`src/design/md4_pkg.sv`:
```
// Shared constants, types and helper functions of the MD4 hash unit.
// No dependencies; md4_ctrl, md4_dp and md4_hash_unit import this package.
`default_nettype none

package md4_pkg;

  localparam int MSG_WORDS = 16;
  localparam int ROUNDS    = 48;

  localparam logic [31:0] INIT_A = 32'h67452301;
  localparam logic [31:0] INIT_B = 32'hEFCDAB89;
  localparam logic [31:0] INIT_C = 32'h98BADCFE;
  localparam logic [31:0] INIT_D = 32'h10325476;

  localparam logic [31:0] K_ROUND1 = 32'h00000000;
  localparam logic [31:0] K_ROUND2 = 32'h5A827999;
  localparam logic [31:0] K_ROUND3 = 32'h6ED9EBA1;

  localparam logic [7:0] PAD_BYTE  = 8'h80;
  localparam logic [5:0] PAD_LIMIT = 6'd56;
  localparam logic [5:0] LAST_ROUND = 6'(ROUNDS - 1);
  localparam logic [3:0] LAST_WORD_IDX = 4'(MSG_WORDS - 1);

  localparam logic [1:0] STAGE_F = 2'd0;
  localparam logic [1:0] STAGE_G = 2'd1;

  localparam logic [3:0] WORD_ORDER [ROUNDS] = '{
    4'd0, 4'd1, 4'd2, 4'd3, 4'd4, 4'd5, 4'd6, 4'd7,
    4'd8, 4'd9, 4'd10, 4'd11, 4'd12, 4'd13, 4'd14, 4'd15,
    4'd0, 4'd4, 4'd8, 4'd12, 4'd1, 4'd5, 4'd9, 4'd13,
    4'd2, 4'd6, 4'd10, 4'd14, 4'd3, 4'd7, 4'd11, 4'd15,
    4'd0, 4'd8, 4'd4, 4'd12, 4'd2, 4'd10, 4'd6, 4'd14,
    4'd1, 4'd9, 4'd5, 4'd13, 4'd3, 4'd11, 4'd7, 4'd15
  };

  typedef struct packed {
    logic       take;
    logic       append;
    logic       spill;
    logic       pad;
    logic       pad_zero;
    logic       load;
    logic       round;
    logic       fold;
    logic       emit;
    logic [5:0] rnd;
  } md4_cmd_t;

  typedef struct packed {
    logic full;
    logic last;
    logic pad_two;
  } md4_status_t;

  function automatic logic [4:0] rot_amount(input logic [1:0] stage, input logic [1:0] step);
    logic [4:0] s;
    case ({stage, step})
      4'b0000: s = 5'd3;
      4'b0001: s = 5'd7;
      4'b0010: s = 5'd11;
      4'b0011: s = 5'd19;
      4'b0100: s = 5'd3;
      4'b0101: s = 5'd5;
      4'b0110: s = 5'd9;
      4'b0111: s = 5'd13;
      4'b1000: s = 5'd3;
      4'b1001: s = 5'd9;
      4'b1010: s = 5'd11;
      4'b1011: s = 5'd15;
      default: s = 5'd3;
    endcase
    return s;
  endfunction

  function automatic logic [31:0] round_const(input logic [1:0] stage);
    logic [31:0] k;
    case (stage)
      STAGE_F: k = K_ROUND1;
      STAGE_G: k = K_ROUND2;
      default: k = K_ROUND3;
    endcase
    return k;
  endfunction

  function automatic logic [3:0] byte_mask(input logic [2:0] cnt);
    logic [3:0] m;
    case (cnt)
      3'd0:    m = 4'b0000;
      3'd1:    m = 4'b0001;
      3'd2:    m = 4'b0011;
      3'd3:    m = 4'b0111;
      default: m = 4'b1111;
    endcase
    return m;
  endfunction

  function automatic logic [31:0] rotl32(input logic [31:0] v, input logic [4:0] s);
    return (v << s) | (v >> (6'd32 - {1'b0, s}));
  endfunction

endpackage

`default_nettype wire

```
`src/design/md4_msg_if.sv`:
```
// Message channel of the MD4 hash unit: valid/ready plus one message word.
// No dependencies.
`default_nettype none

interface md4_msg_if;
  logic        valid;
  logic        ready;
  logic [31:0] data_word;
  logic [2:0]  byte_count;
  logic        last_word;

  modport source (output valid, data_word, byte_count, last_word, input ready);
  modport sink (input valid, data_word, byte_count, last_word, output ready);
endinterface

`default_nettype wire

```
`src/design/md4_digest_if.sv`:
```
// Digest channel of the MD4 hash unit: valid/ready plus the four digest words.
// No dependencies.
`default_nettype none

interface md4_digest_if;
  logic        valid;
  logic        ready;
  logic [31:0] digest_a;
  logic [31:0] digest_b;
  logic [31:0] digest_c;
  logic [31:0] digest_d;

  modport source (output valid, digest_a, digest_b, digest_c, digest_d, input ready);
  modport sink (input valid, digest_a, digest_b, digest_c, digest_d, output ready);
endinterface

`default_nettype wire

```
`src/design/md4_ctrl.sv`:
```
// Sequencer of the MD4 hash unit: steps append, padding and compression.
// Depends on md4_pkg for the command and status structs.
`default_nettype none

module md4_ctrl (
  input  wire logic               clk,
  input  wire logic               rst,
  input  wire logic               in_valid,
  output logic                    in_ready,
  output logic                    out_valid,
  input  wire logic               out_ready,
  input  wire md4_pkg::md4_status_t status,
  output md4_pkg::md4_cmd_t       cmd
);
  import md4_pkg::*;

  typedef enum logic [3:0] {
    S_IDLE, S_APPEND, S_LOAD, S_ROUND, S_FOLD, S_SPILL, S_PAD, S_PAD2, S_EMIT
  } state_t;

  typedef enum logic [1:0] {R_SPILL, R_PAD2, R_EMIT} after_t;

  state_t     state;
  after_t     after;
  logic [5:0] rnd;

  assign in_ready = (state == S_IDLE);

  always_comb begin
    cmd     = '0;
    cmd.rnd = rnd;
    case (state)
      S_IDLE:   cmd.take     = in_valid;
      S_APPEND: cmd.append   = 1'b1;
      S_LOAD:   cmd.load     = 1'b1;
      S_ROUND:  cmd.round    = 1'b1;
      S_FOLD:   cmd.fold     = 1'b1;
      S_SPILL:  cmd.spill    = 1'b1;
      S_PAD:    cmd.pad      = 1'b1;
      S_PAD2:   cmd.pad_zero = 1'b1;
      S_EMIT:   cmd.emit     = !out_valid || out_ready;
      default:  cmd.take     = 1'b0;
    endcase
  end

  always_ff @(posedge clk) begin
    if (rst) begin
      state     <= S_IDLE;
      after     <= R_EMIT;
      rnd       <= '0;
      out_valid <= 1'b0;
    end else begin
      if (out_valid && out_ready && !cmd.emit) out_valid <= 1'b0;
      case (state)
        S_IDLE: begin
          if (in_valid) state <= S_APPEND;
        end
        S_APPEND: begin
          if (status.full) begin
            after <= R_SPILL;
            state <= S_LOAD;
          end else if (status.last) begin
            state <= S_PAD;
          end else begin
            state <= S_IDLE;
          end
        end
        S_LOAD: begin
          rnd   <= '0;
          state <= S_ROUND;
        end
        S_ROUND: begin
          if (rnd == LAST_ROUND) state <= S_FOLD;
          else rnd <= rnd + 6'd1;
        end
        S_FOLD: begin
          case (after)
            R_SPILL: state <= S_SPILL;
            R_PAD2:  state <= S_PAD2;
            default: state <= S_EMIT;
          endcase
        end
        S_SPILL: begin
          state <= status.last ? S_PAD : S_IDLE;
        end
        S_PAD: begin
          after <= status.pad_two ? R_PAD2 : R_EMIT;
          state <= S_LOAD;
        end
        S_PAD2: begin
          after <= R_EMIT;
          state <= S_LOAD;
        end
        S_EMIT: begin
          if (cmd.emit) begin
            out_valid <= 1'b1;
            state     <= S_IDLE;
          end
        end
        default: state <= S_IDLE;
      endcase
    end
  end

endmodule

`default_nettype wire

```
`src/design/md4_dp.sv`:
```
// Datapath of the MD4 hash unit: block buffer, byte counter, round unit,
// chaining and digest registers. Depends on md4_pkg.
`default_nettype none

module md4_dp (
  input  wire logic                 clk,
  input  wire logic                 rst,
  input  wire md4_pkg::md4_cmd_t    cmd,
  output md4_pkg::md4_status_t      status,
  input  wire logic [31:0]          data_word,
  input  wire logic [2:0]           byte_count,
  input  wire logic                 last_word,
  output logic [31:0]               digest_a,
  output logic [31:0]               digest_b,
  output logic [31:0]               digest_c,
  output logic [31:0]               digest_d
);
  import md4_pkg::*;

  logic [31:0] msg      [MSG_WORDS];
  logic [31:0] msg_next [MSG_WORDS];

  logic [31:0] word;
  logic [2:0]  cnt;
  logic        last;
  logic [31:0] spill_data;
  logic [3:0]  spill_mask;

  logic [60:0] byte_total;
  logic [31:0] chain_a, chain_b, chain_c, chain_d;
  logic [31:0] wa, wb, wc, wd;

  logic [5:0]  pos;
  logic [3:0]  pw;
  logic [63:0] sh;
  logic [7:0]  mk;
  logic [6:0]  fill;
  logic [63:0] len;

  logic [1:0]  stage;
  logic [31:0] f;
  logic [31:0] sum;
  logic [31:0] rot;

  assign pos  = byte_total[5:0];
  assign pw   = pos[5:2];
  assign sh   = {32'd0, word} << {pos[1:0], 3'b000};
  assign mk   = {4'd0, byte_mask(cnt)} << pos[1:0];
  assign fill = {1'b0, pos} + {4'd0, cnt};
  assign len  = {byte_total, 3'b000};

  assign status.full    = fill[6];
  assign status.last    = last;
  assign status.pad_two = (pos >= PAD_LIMIT);

  assign stage = cmd.rnd[5:4];

  always_comb begin
    case (stage)
      STAGE_F: f = (wb & wc) | (~wb & wd);
      STAGE_G: f = (wb & wc) | (wb & wd) | (wc & wd);
      default: f = wb ^ wc ^ wd;
    endcase
  end

  assign sum = wa + f + msg[WORD_ORDER[cmd.rnd]] + round_const(stage);
  assign rot = rotl32(sum, rot_amount(stage, cmd.rnd[1:0]));

  always_comb begin
    msg_next = msg;
    if (cmd.append) begin
      for (int j = 0; j < 4; j++) begin
        if (mk[j]) msg_next[pw][8*j +: 8] = sh[8*j +: 8];
        if (mk[4+j] && pw != LAST_WORD_IDX) msg_next[pw + 4'd1][8*j +: 8] = sh[32+8*j +: 8];
      end
    end
    if (cmd.spill) begin
      for (int j = 0; j < 4; j++) begin
        if (spill_mask[j]) msg_next[0][8*j +: 8] = spill_data[8*j +: 8];
      end
    end
    if (cmd.pad) begin
      for (int w = 0; w < MSG_WORDS; w++) begin
        for (int j = 0; j < 4; j++) begin
          if (6'(w*4 + j) == pos) msg_next[w][8*j +: 8] = PAD_BYTE;
          else if (6'(w*4 + j) > pos) msg_next[w][8*j +: 8] = 8'd0;
        end
      end
      if (!status.pad_two) begin
        msg_next[MSG_WORDS-2] = len[31:0];
        msg_next[MSG_WORDS-1] = len[63:32];
      end
    end
    if (cmd.pad_zero) begin
      for (int w = 0; w < MSG_WORDS - 2; w++) msg_next[w] = 32'd0;
      msg_next[MSG_WORDS-2] = len[31:0];
      msg_next[MSG_WORDS-1] = len[63:32];
    end
  end

  always_ff @(posedge clk) begin
    msg <= msg_next;
    if (cmd.take) begin
      word <= data_word;
      cnt  <= (byte_count > 3'd4) ? 3'd4 : byte_count;
      last <= last_word;
    end
    if (cmd.append) begin
      spill_data <= sh[63:32];
      spill_mask <= mk[7:4];
    end
    if (cmd.load) begin
      wa <= chain_a;
      wb <= chain_b;
      wc <= chain_c;
      wd <= chain_d;
    end
    if (cmd.round) begin
      wa <= wd;
      wb <= rot;
      wc <= wb;
      wd <= wc;
    end
    if (cmd.emit) begin
      digest_a <= chain_a;
      digest_b <= chain_b;
      digest_c <= chain_c;
      digest_d <= chain_d;
    end
  end

  always_ff @(posedge clk) begin
    if (rst) begin
      chain_a    <= INIT_A;
      chain_b    <= INIT_B;
      chain_c    <= INIT_C;
      chain_d    <= INIT_D;
      byte_total <= '0;
    end else begin
      if (cmd.append) byte_total <= byte_total + {58'd0, cnt};
      if (cmd.fold) begin
        chain_a <= chain_a + wa;
        chain_b <= chain_b + wb;
        chain_c <= chain_c + wc;
        chain_d <= chain_d + wd;
      end
      if (cmd.emit) begin
        chain_a    <= INIT_A;
        chain_b    <= INIT_B;
        chain_c    <= INIT_C;
        chain_d    <= INIT_D;
        byte_total <= '0;
      end
    end
  end

endmodule

`default_nettype wire

```
`src/design/md4_hash_unit.sv`:
```
// MD4 digest engine (RFC 1320) over a stream of little-endian message words.
// Each accepted word is first taken and then has its bytes stored. Each
// filled 64-byte block then runs through the single round unit: a load step,
// 48 rounds at one round per cycle, a fold step into the chaining words, and
// a step to store bytes that ran past the block end. The final word adds a
// padding step and one compression, or two with an extra padding step when
// fewer than nine bytes remain in the block, and then an emit step that waits
// while an earlier digest has not been taken. The unit then starts a new
// message from the initial state.
// Depends on md4_pkg, md4_msg_if, md4_digest_if, md4_ctrl and md4_dp.
`default_nettype none

module md4_hash_unit (
  input  wire logic clk,
  input  wire logic rst,
  md4_msg_if.sink      message,
  md4_digest_if.source digest
);
  import md4_pkg::*;

  md4_cmd_t    cmd;
  md4_status_t status;

  md4_ctrl u_ctrl (
    .clk       (clk),
    .rst       (rst),
    .in_valid  (message.valid),
    .in_ready  (message.ready),
    .out_valid (digest.valid),
    .out_ready (digest.ready),
    .status    (status),
    .cmd       (cmd)
  );

  md4_dp u_dp (
    .clk        (clk),
    .rst        (rst),
    .cmd        (cmd),
    .status     (status),
    .data_word  (message.data_word),
    .byte_count (message.byte_count),
    .last_word  (message.last_word),
    .digest_a   (digest.digest_a),
    .digest_b   (digest.digest_b),
    .digest_c   (digest.digest_c),
    .digest_d   (digest.digest_d)
  );

endmodule

`default_nettype wire

```
`src/flat_wrapper.sv`:
```
// flat-port wrapper written by rule: the top's interface ports become plain ports
module md4_hash_unit_flat import md4_pkg::*;
  (clk, rst, message_valid, message_data_word, message_byte_count, message_last_word, message_ready, digest_valid, digest_digest_a, digest_digest_b, digest_digest_c, digest_digest_d, digest_ready);
  md4_msg_if message_i ();
  md4_digest_if digest_i ();
  input  wire logic clk;
  input  wire logic rst;
  input wire logic [$bits(message_i.valid)-1:0] message_valid;
  input wire logic [$bits(message_i.data_word)-1:0] message_data_word;
  input wire logic [$bits(message_i.byte_count)-1:0] message_byte_count;
  input wire logic [$bits(message_i.last_word)-1:0] message_last_word;
  output wire logic [$bits(message_i.ready)-1:0] message_ready;
  output wire logic [$bits(digest_i.valid)-1:0] digest_valid;
  output wire logic [$bits(digest_i.digest_a)-1:0] digest_digest_a;
  output wire logic [$bits(digest_i.digest_b)-1:0] digest_digest_b;
  output wire logic [$bits(digest_i.digest_c)-1:0] digest_digest_c;
  output wire logic [$bits(digest_i.digest_d)-1:0] digest_digest_d;
  input wire logic [$bits(digest_i.ready)-1:0] digest_ready;
  assign message_i.valid = message_valid;
  assign message_i.data_word = message_data_word;
  assign message_i.byte_count = message_byte_count;
  assign message_i.last_word = message_last_word;
  assign message_ready = message_i.ready;
  assign digest_valid = digest_i.valid;
  assign digest_digest_a = digest_i.digest_a;
  assign digest_digest_b = digest_i.digest_b;
  assign digest_digest_c = digest_i.digest_c;
  assign digest_digest_d = digest_i.digest_d;
  assign digest_i.ready = digest_ready;
  md4_hash_unit u_core (.clk(clk), .rst(rst), .message(message_i), .digest(digest_i));
endmodule
```
`config.mk`:
```
export PLATFORM = sky130hd
export DESIGN_NAME = md4_hash_unit_flat
export DESIGN_NICKNAME = d
export VERILOG_FILES = /design/src/design/md4_pkg.sv /design/src/design/md4_msg_if.sv /design/src/design/md4_digest_if.sv /design/src/design/md4_ctrl.sv /design/src/design/md4_dp.sv /design/src/design/md4_hash_unit.sv /design/src/flat_wrapper.sv
export SDC_FILE = /design/constraint.sdc
export NUM_CORES = 2
export LEC_CHECK = 0
export BUFFER_PORTS_ARGS = -buffer_cell sky130_fd_sc_hd__buf_2
export CAP_MARGIN = 20
export CORE_ASPECT_RATIO = 1.75
export CORE_UTILIZATION = 65
export DETAILED_ROUTE_END_ITERATION = 12
export GPL_TIMING_DRIVEN = 0
export PLACE_DENSITY = 0.86
export SYNTH_ARGS = -nofsm -noshare
export SYNTH_HDL_FRONTEND = slang
export SYNTH_SLANG_ARGS = --single-unit
export TNS_END_PERCENT = 50
```
`constraint.sdc`:
```
create_clock -name clk -period 17.73 [get_ports clk]
set_clock_uncertainty 0.15 [all_clocks]
set_input_delay 3.546 -clock clk [delete_from_list [all_inputs] [get_ports clk]]
set_output_delay 3.546 -clock clk [all_outputs]
set_load 0.02 [all_outputs]
```
==> reports/results.ini, run 1 <==
[yosys]
ys.warnings.count=0
syn_avg_cell_area_sq_um=8.80
synthDominantCellAreaShare=0.244
syn_inst=6616
yosysSeqAreaShare=0.413
synth.area.top_cells=dfxtp_1 (24%), edfxtp_1 (17%), nand2_1 (6.7%)
synth_edf_count=327
synth.net_count=6914
synth_flop_cell=dfxtp_1
yosysTopAreaCell=dfxtp_1
synth.distinct_cells=91
ys_ff_latch=1037
synth.most_common_cell=nand2_1
syn_area_sq_um=58200
async_reset_ff_frac=0
synth_common_cells=nand2_1 (1034), nor2_1 (776), dfxtp_1 (710)

[cts]
hold_buffers=0
clock_path_buffers=3
cts_htree_levels=3
cts_setup_buffers=0
cts_resized=0
cts.sinks=1037
cts-root-buf=clkbuf_16
cts_buffers=93

[floorplanning]
fp.dieW_um=228
die_h_um=398
start_util=0.658
rows=144
ios=170

[placed_design]
dp.final_hpwl_mm=233
globalplace.congestion=1.31
dpl-instance-area_sq_um=61500
port_buffers=169

[outcome]
status=did not finish
error=[ERROR GRT-0116] Global routing finished with congestion. Check the congestion regions in the DRC Viewer.
stop_stage=5_1_grt

[global_route]
grt_pass1_vias=71600
grt-ovfl-total=2362
grt_pass1_wl_mm=574
grt_max_degree=39
grt.total_usage=0.832

## kinds of logic after synthesis
kind of cell,Yosys count,synth area share
flip-flops,1037,0.413
adder cells (fa/ha/maj),258,0.0673
XOR/XNOR,172,0.0259
buffers and inverters,595,0.0386
AND/OR/NAND/NOR,2259,0.162
multiplexers,270,0.0736
AO/OA/AOI/OAI,2025,0.220
## metrics by stage
| step | instances | worst slack, ns | hold WS (ns) | utilization |
|---|---|---|---|---|
| after global placement | 7953 | 2.26 | 0.288 | 0.684 |
| after CTS | 8187 | 8.49 | 0.303 | 0.731 |
| after detailed placement | 8015 | 8.57 | 0.294 | 0.695 |
| after floorplan | 6616 | 6.50 | 0.283 | - |
## layer usage
metal,GRT usage,overflow
met2,1.04,1625
met4,0.908,677
met5,0.279,1
met1,0.786,20
met3,0.654,39
==> run 2: changes to the inputs <==
--- a/config.mk
+++ b/config.mk
@@ -7,11 +7,10 @@
 export LEC_CHECK = 0
 export BUFFER_PORTS_ARGS = -buffer_cell sky130_fd_sc_hd__buf_2
 export CAP_MARGIN = 20
-export CORE_ASPECT_RATIO = 1.75
-export CORE_UTILIZATION = 65
+export CORE_UTILIZATION = 40
 export DETAILED_ROUTE_END_ITERATION = 12
 export GPL_TIMING_DRIVEN = 0
-export PLACE_DENSITY = 0.86
+export PLACE_DENSITY_LB_ADDON = 0.15
 export SYNTH_ARGS = -nofsm -noshare
 export SYNTH_HDL_FRONTEND = slang
 export SYNTH_SLANG_ARGS = --single-unit
==> run 2 against run 1 <==
  * The flow now finishes, with violations (DRC)
  * Synthesized cell count unchanged
  * Area after synthesis unchanged
==> reports/results.ini, run 2 <==
[floorplanning]
rows=139  ; -3.5%
start_util=0.404  ; -0.254
ios=170  ; unchanged
fp.dieW_um=384  ; +68%
die_h_um=384  ; -3.6%
die-area_sq_um=147000
fp.coreArea_sq_um=144000

[cts]
cts_tree=built
cts.sinks=1037  ; unchanged
cts_buffers=119  ; +28%
hold_buffers=0  ; unchanged
clock_path_buffers=3  ; unchanged
cts_htree_levels=3  ; unchanged
path_clk_slew_ns=0.06
cts_resized=0  ; unchanged
cts-root-buf=clkbuf_16
cts_setup_buffers=0  ; unchanged
clk-insertion-delay-late_ns=0.80

[yosys]
synth.most_common_cell=nand2_1
synth_common_cells=nand2_1 (1034), nor2_1 (776), dfxtp_1 (710)
ys.warnings.count=0  ; unchanged
syn_avg_cell_area_sq_um=8.80  ; unchanged
synth_edf_count=327  ; unchanged
synth_flop_cell=dfxtp_1
syn_inst=6616  ; unchanged
ys_ff_latch=1037  ; unchanged
synth.net_count=6914  ; unchanged
synth.distinct_cells=91  ; unchanged
async_reset_ff_frac=0  ; unchanged
yosysTopAreaCell=dfxtp_1
syn_area_sq_um=58200  ; unchanged
synth.area.top_cells=dfxtp_1 (24%), edfxtp_1 (17%), nand2_1 (6.7%)
yosysSeqAreaShare=0.413  ; unchanged
synthDominantCellAreaShare=0.244  ; unchanged

[critical_path]
crit_fanout=10
startpoint_type=flop
worstReg2RegEnd=u_core.u_dp.wb[26]
ff2ff_setup_slack_ns=8.01
arrival_ns=10.06
cp-end-kind=flop
worstSetupPathType=flop to flop
worstPathRequired_ns=18.07
r2r_start=u_core.u_ctrl.rnd[1]
rr_worst_depth=24

[layout]
fillers=14200
regMostFlops=u_core.u_dp.msg
drive_gt1_frac=0.0958
finalNonFillerCells=9005
nets=7289
areaGrowthSynthToFinish_pct=14.8
largest_register_ffs=512
fin_util=0.464
final_common_cell=nand2_1
reg_top3=u_core.u_dp.msg x512, u_core.u_dp.byte_total x61
final_cell_mix=nand2_1 (1034), nor2_1 (775), dfxtp_1 (710), a21oi_1 (520), o21ai_0 (356)

[detailed_routing]
drcViolationCount=28
routed_wl_mm=304
vias_per_cell=6.43
drt-initial-drc-count=7190
ant_nets=0
firstDrtPassIters=12
vias=57900
wire_per_inst_um=33.7

[global_route]
antenna_found_initial=12
grt-ovfl-total=0
grt_pass1_wl_mm=417
grt_pass1_vias=54000
grt.total_usage=0.402
grt_max_degree=37

[sta]
hold_ws_ns=0.302
post-route-period-util=0.548
drv_slew=0
rsz0062_at_grt=false
tightest_slew_ns=1.34
finalSetupTns_ns=0
max_freq_ghz=0.103
layout_min_cycle_time_ns=9.72
slew_headroom=0.103
setup_viol=0
hold_viol_final=0

[worst_hold_path]
hold_end=u_core.u_dp.msg[445]
min-delay-start=u_core.u_dp.msg[445]
holdCritPathClass=flop to flop
worstHoldPathCells=2

[pwr]
leakagePower_nw=25.2
ir_drop_mv=0.0812
power.density_nw_per_um2=120

[placed_design]
dp_cells=8763  ; +9.3%
globalplace.congestion=1.09  ; -17%
port_buffers=169  ; unchanged
dp.final_hpwl_mm=239  ; +2.3%

[job]
drv_cap=0

[outcome]
violations=DRC
status=complete, but fails checks

## run 2: cell counts after synthesis
No cell type changed its count.
## run 2: how the worst max path moves through the flow
stage	from	to	slack, ns	cells after the start
after floorplan	digest_ready	u_core.u_dp.byte_total[15]	6.50	7
final	u_core.u_ctrl.rnd[1]	u_core.u_dp.wb[26]	8.01	24
after global routing	u_core.u_ctrl.rnd[5]	u_core.u_dp.wb[28]	7.79	24
after detailed placement	u_core.u_ctrl.rnd[1]	u_core.u_dp.wb[28]	8.52	23
after CTS	u_core.u_ctrl.rnd[5]	u_core.u_dp.wb[26]	8.40	25
after global placement	digest_ready	u_core.u_dp.chain_a[14]	0.86	8
## run 2: cell type report
type                            count  area [sq um]  share of cell area
Timing Repair Buffer              254          2000              0.0299
Sequential cell                  1037         24000               0.360
Clock inverter                     60           736              0.0110
Antenna cell                        7          17.5            0.000262
Buffer                            354          1360              0.0203
Tap cell                         1903          2380              0.0356
Clock buffer                      165          3380              0.0506
Multi-Input combinational cell   4984         32000               0.479
Inverter                          241           905              0.0135
## run 2: metal layers
metal | track usage | routed length, um
met1 | 0.473 | 111000
met2 | 0.618 | 132000
met3 | 0.0997 | 29700
met4 | 0.336 | 30600
met5 | 0.00292 | 134
## run 2: report_power, final
part | switching [W] | total (W) | internal (W) | leakage (nW)
Sequential | 0.000132 | 0.00273 | 0.00260 | 8.74
Combinational | 0.00178 | 0.00268 | 0.000900 | 14.5
Clock | 0.00113 | 0.00264 | 0.00151 | 2.00
## run 2: critical path: stages (launching register included)
cell and delay [ns]:
dfxtp_1 0.48, mux2i_1 0.15, o21ai_1 0.84, clkbuf_1 0.75, buf_1 0.73, buf_8 0.25
mux4_2 0.30, mux2i_1 0.50, a21oi_1 0.38, fa_1 0.58, fa_1 0.63, ha_1 0.34
buf_2 0.17, and3_1 0.16, buf_2 0.17, a22oi_1 0.09, or2_2 0.34, a31oi_2 0.36
a211oi_4 0.17, o31ai_4 0.31, mux2_2 0.40, a2111oi_2 0.36, a21o_1 0.17, nor2_1 0.05
o41ai_1 0.57
## run 2: kinds of logic after synthesis
family          after synthesis  synth area share
simple gates               2259             0.162
compound gates             2025             0.220
flops                      1037             0.413
buf+inv                     595            0.0386
mux                         270            0.0736
fa+ha+maj                   258            0.0673
xor+xnor                    172            0.0259
## run 2: stage by stage
step                      setup slack [ns]  area [sq um]  power, W
after global placement               0.862         61500   0.00531
after CTS                             8.40         66700   0.00796
final                                 8.01         66800   0.00805
after global routing                  7.79         66800   0.00830
after floorplan                       6.50         58200   0.00438
after detailed placement              8.52         62600   0.00534
Power figures use the tool's default switching activity.
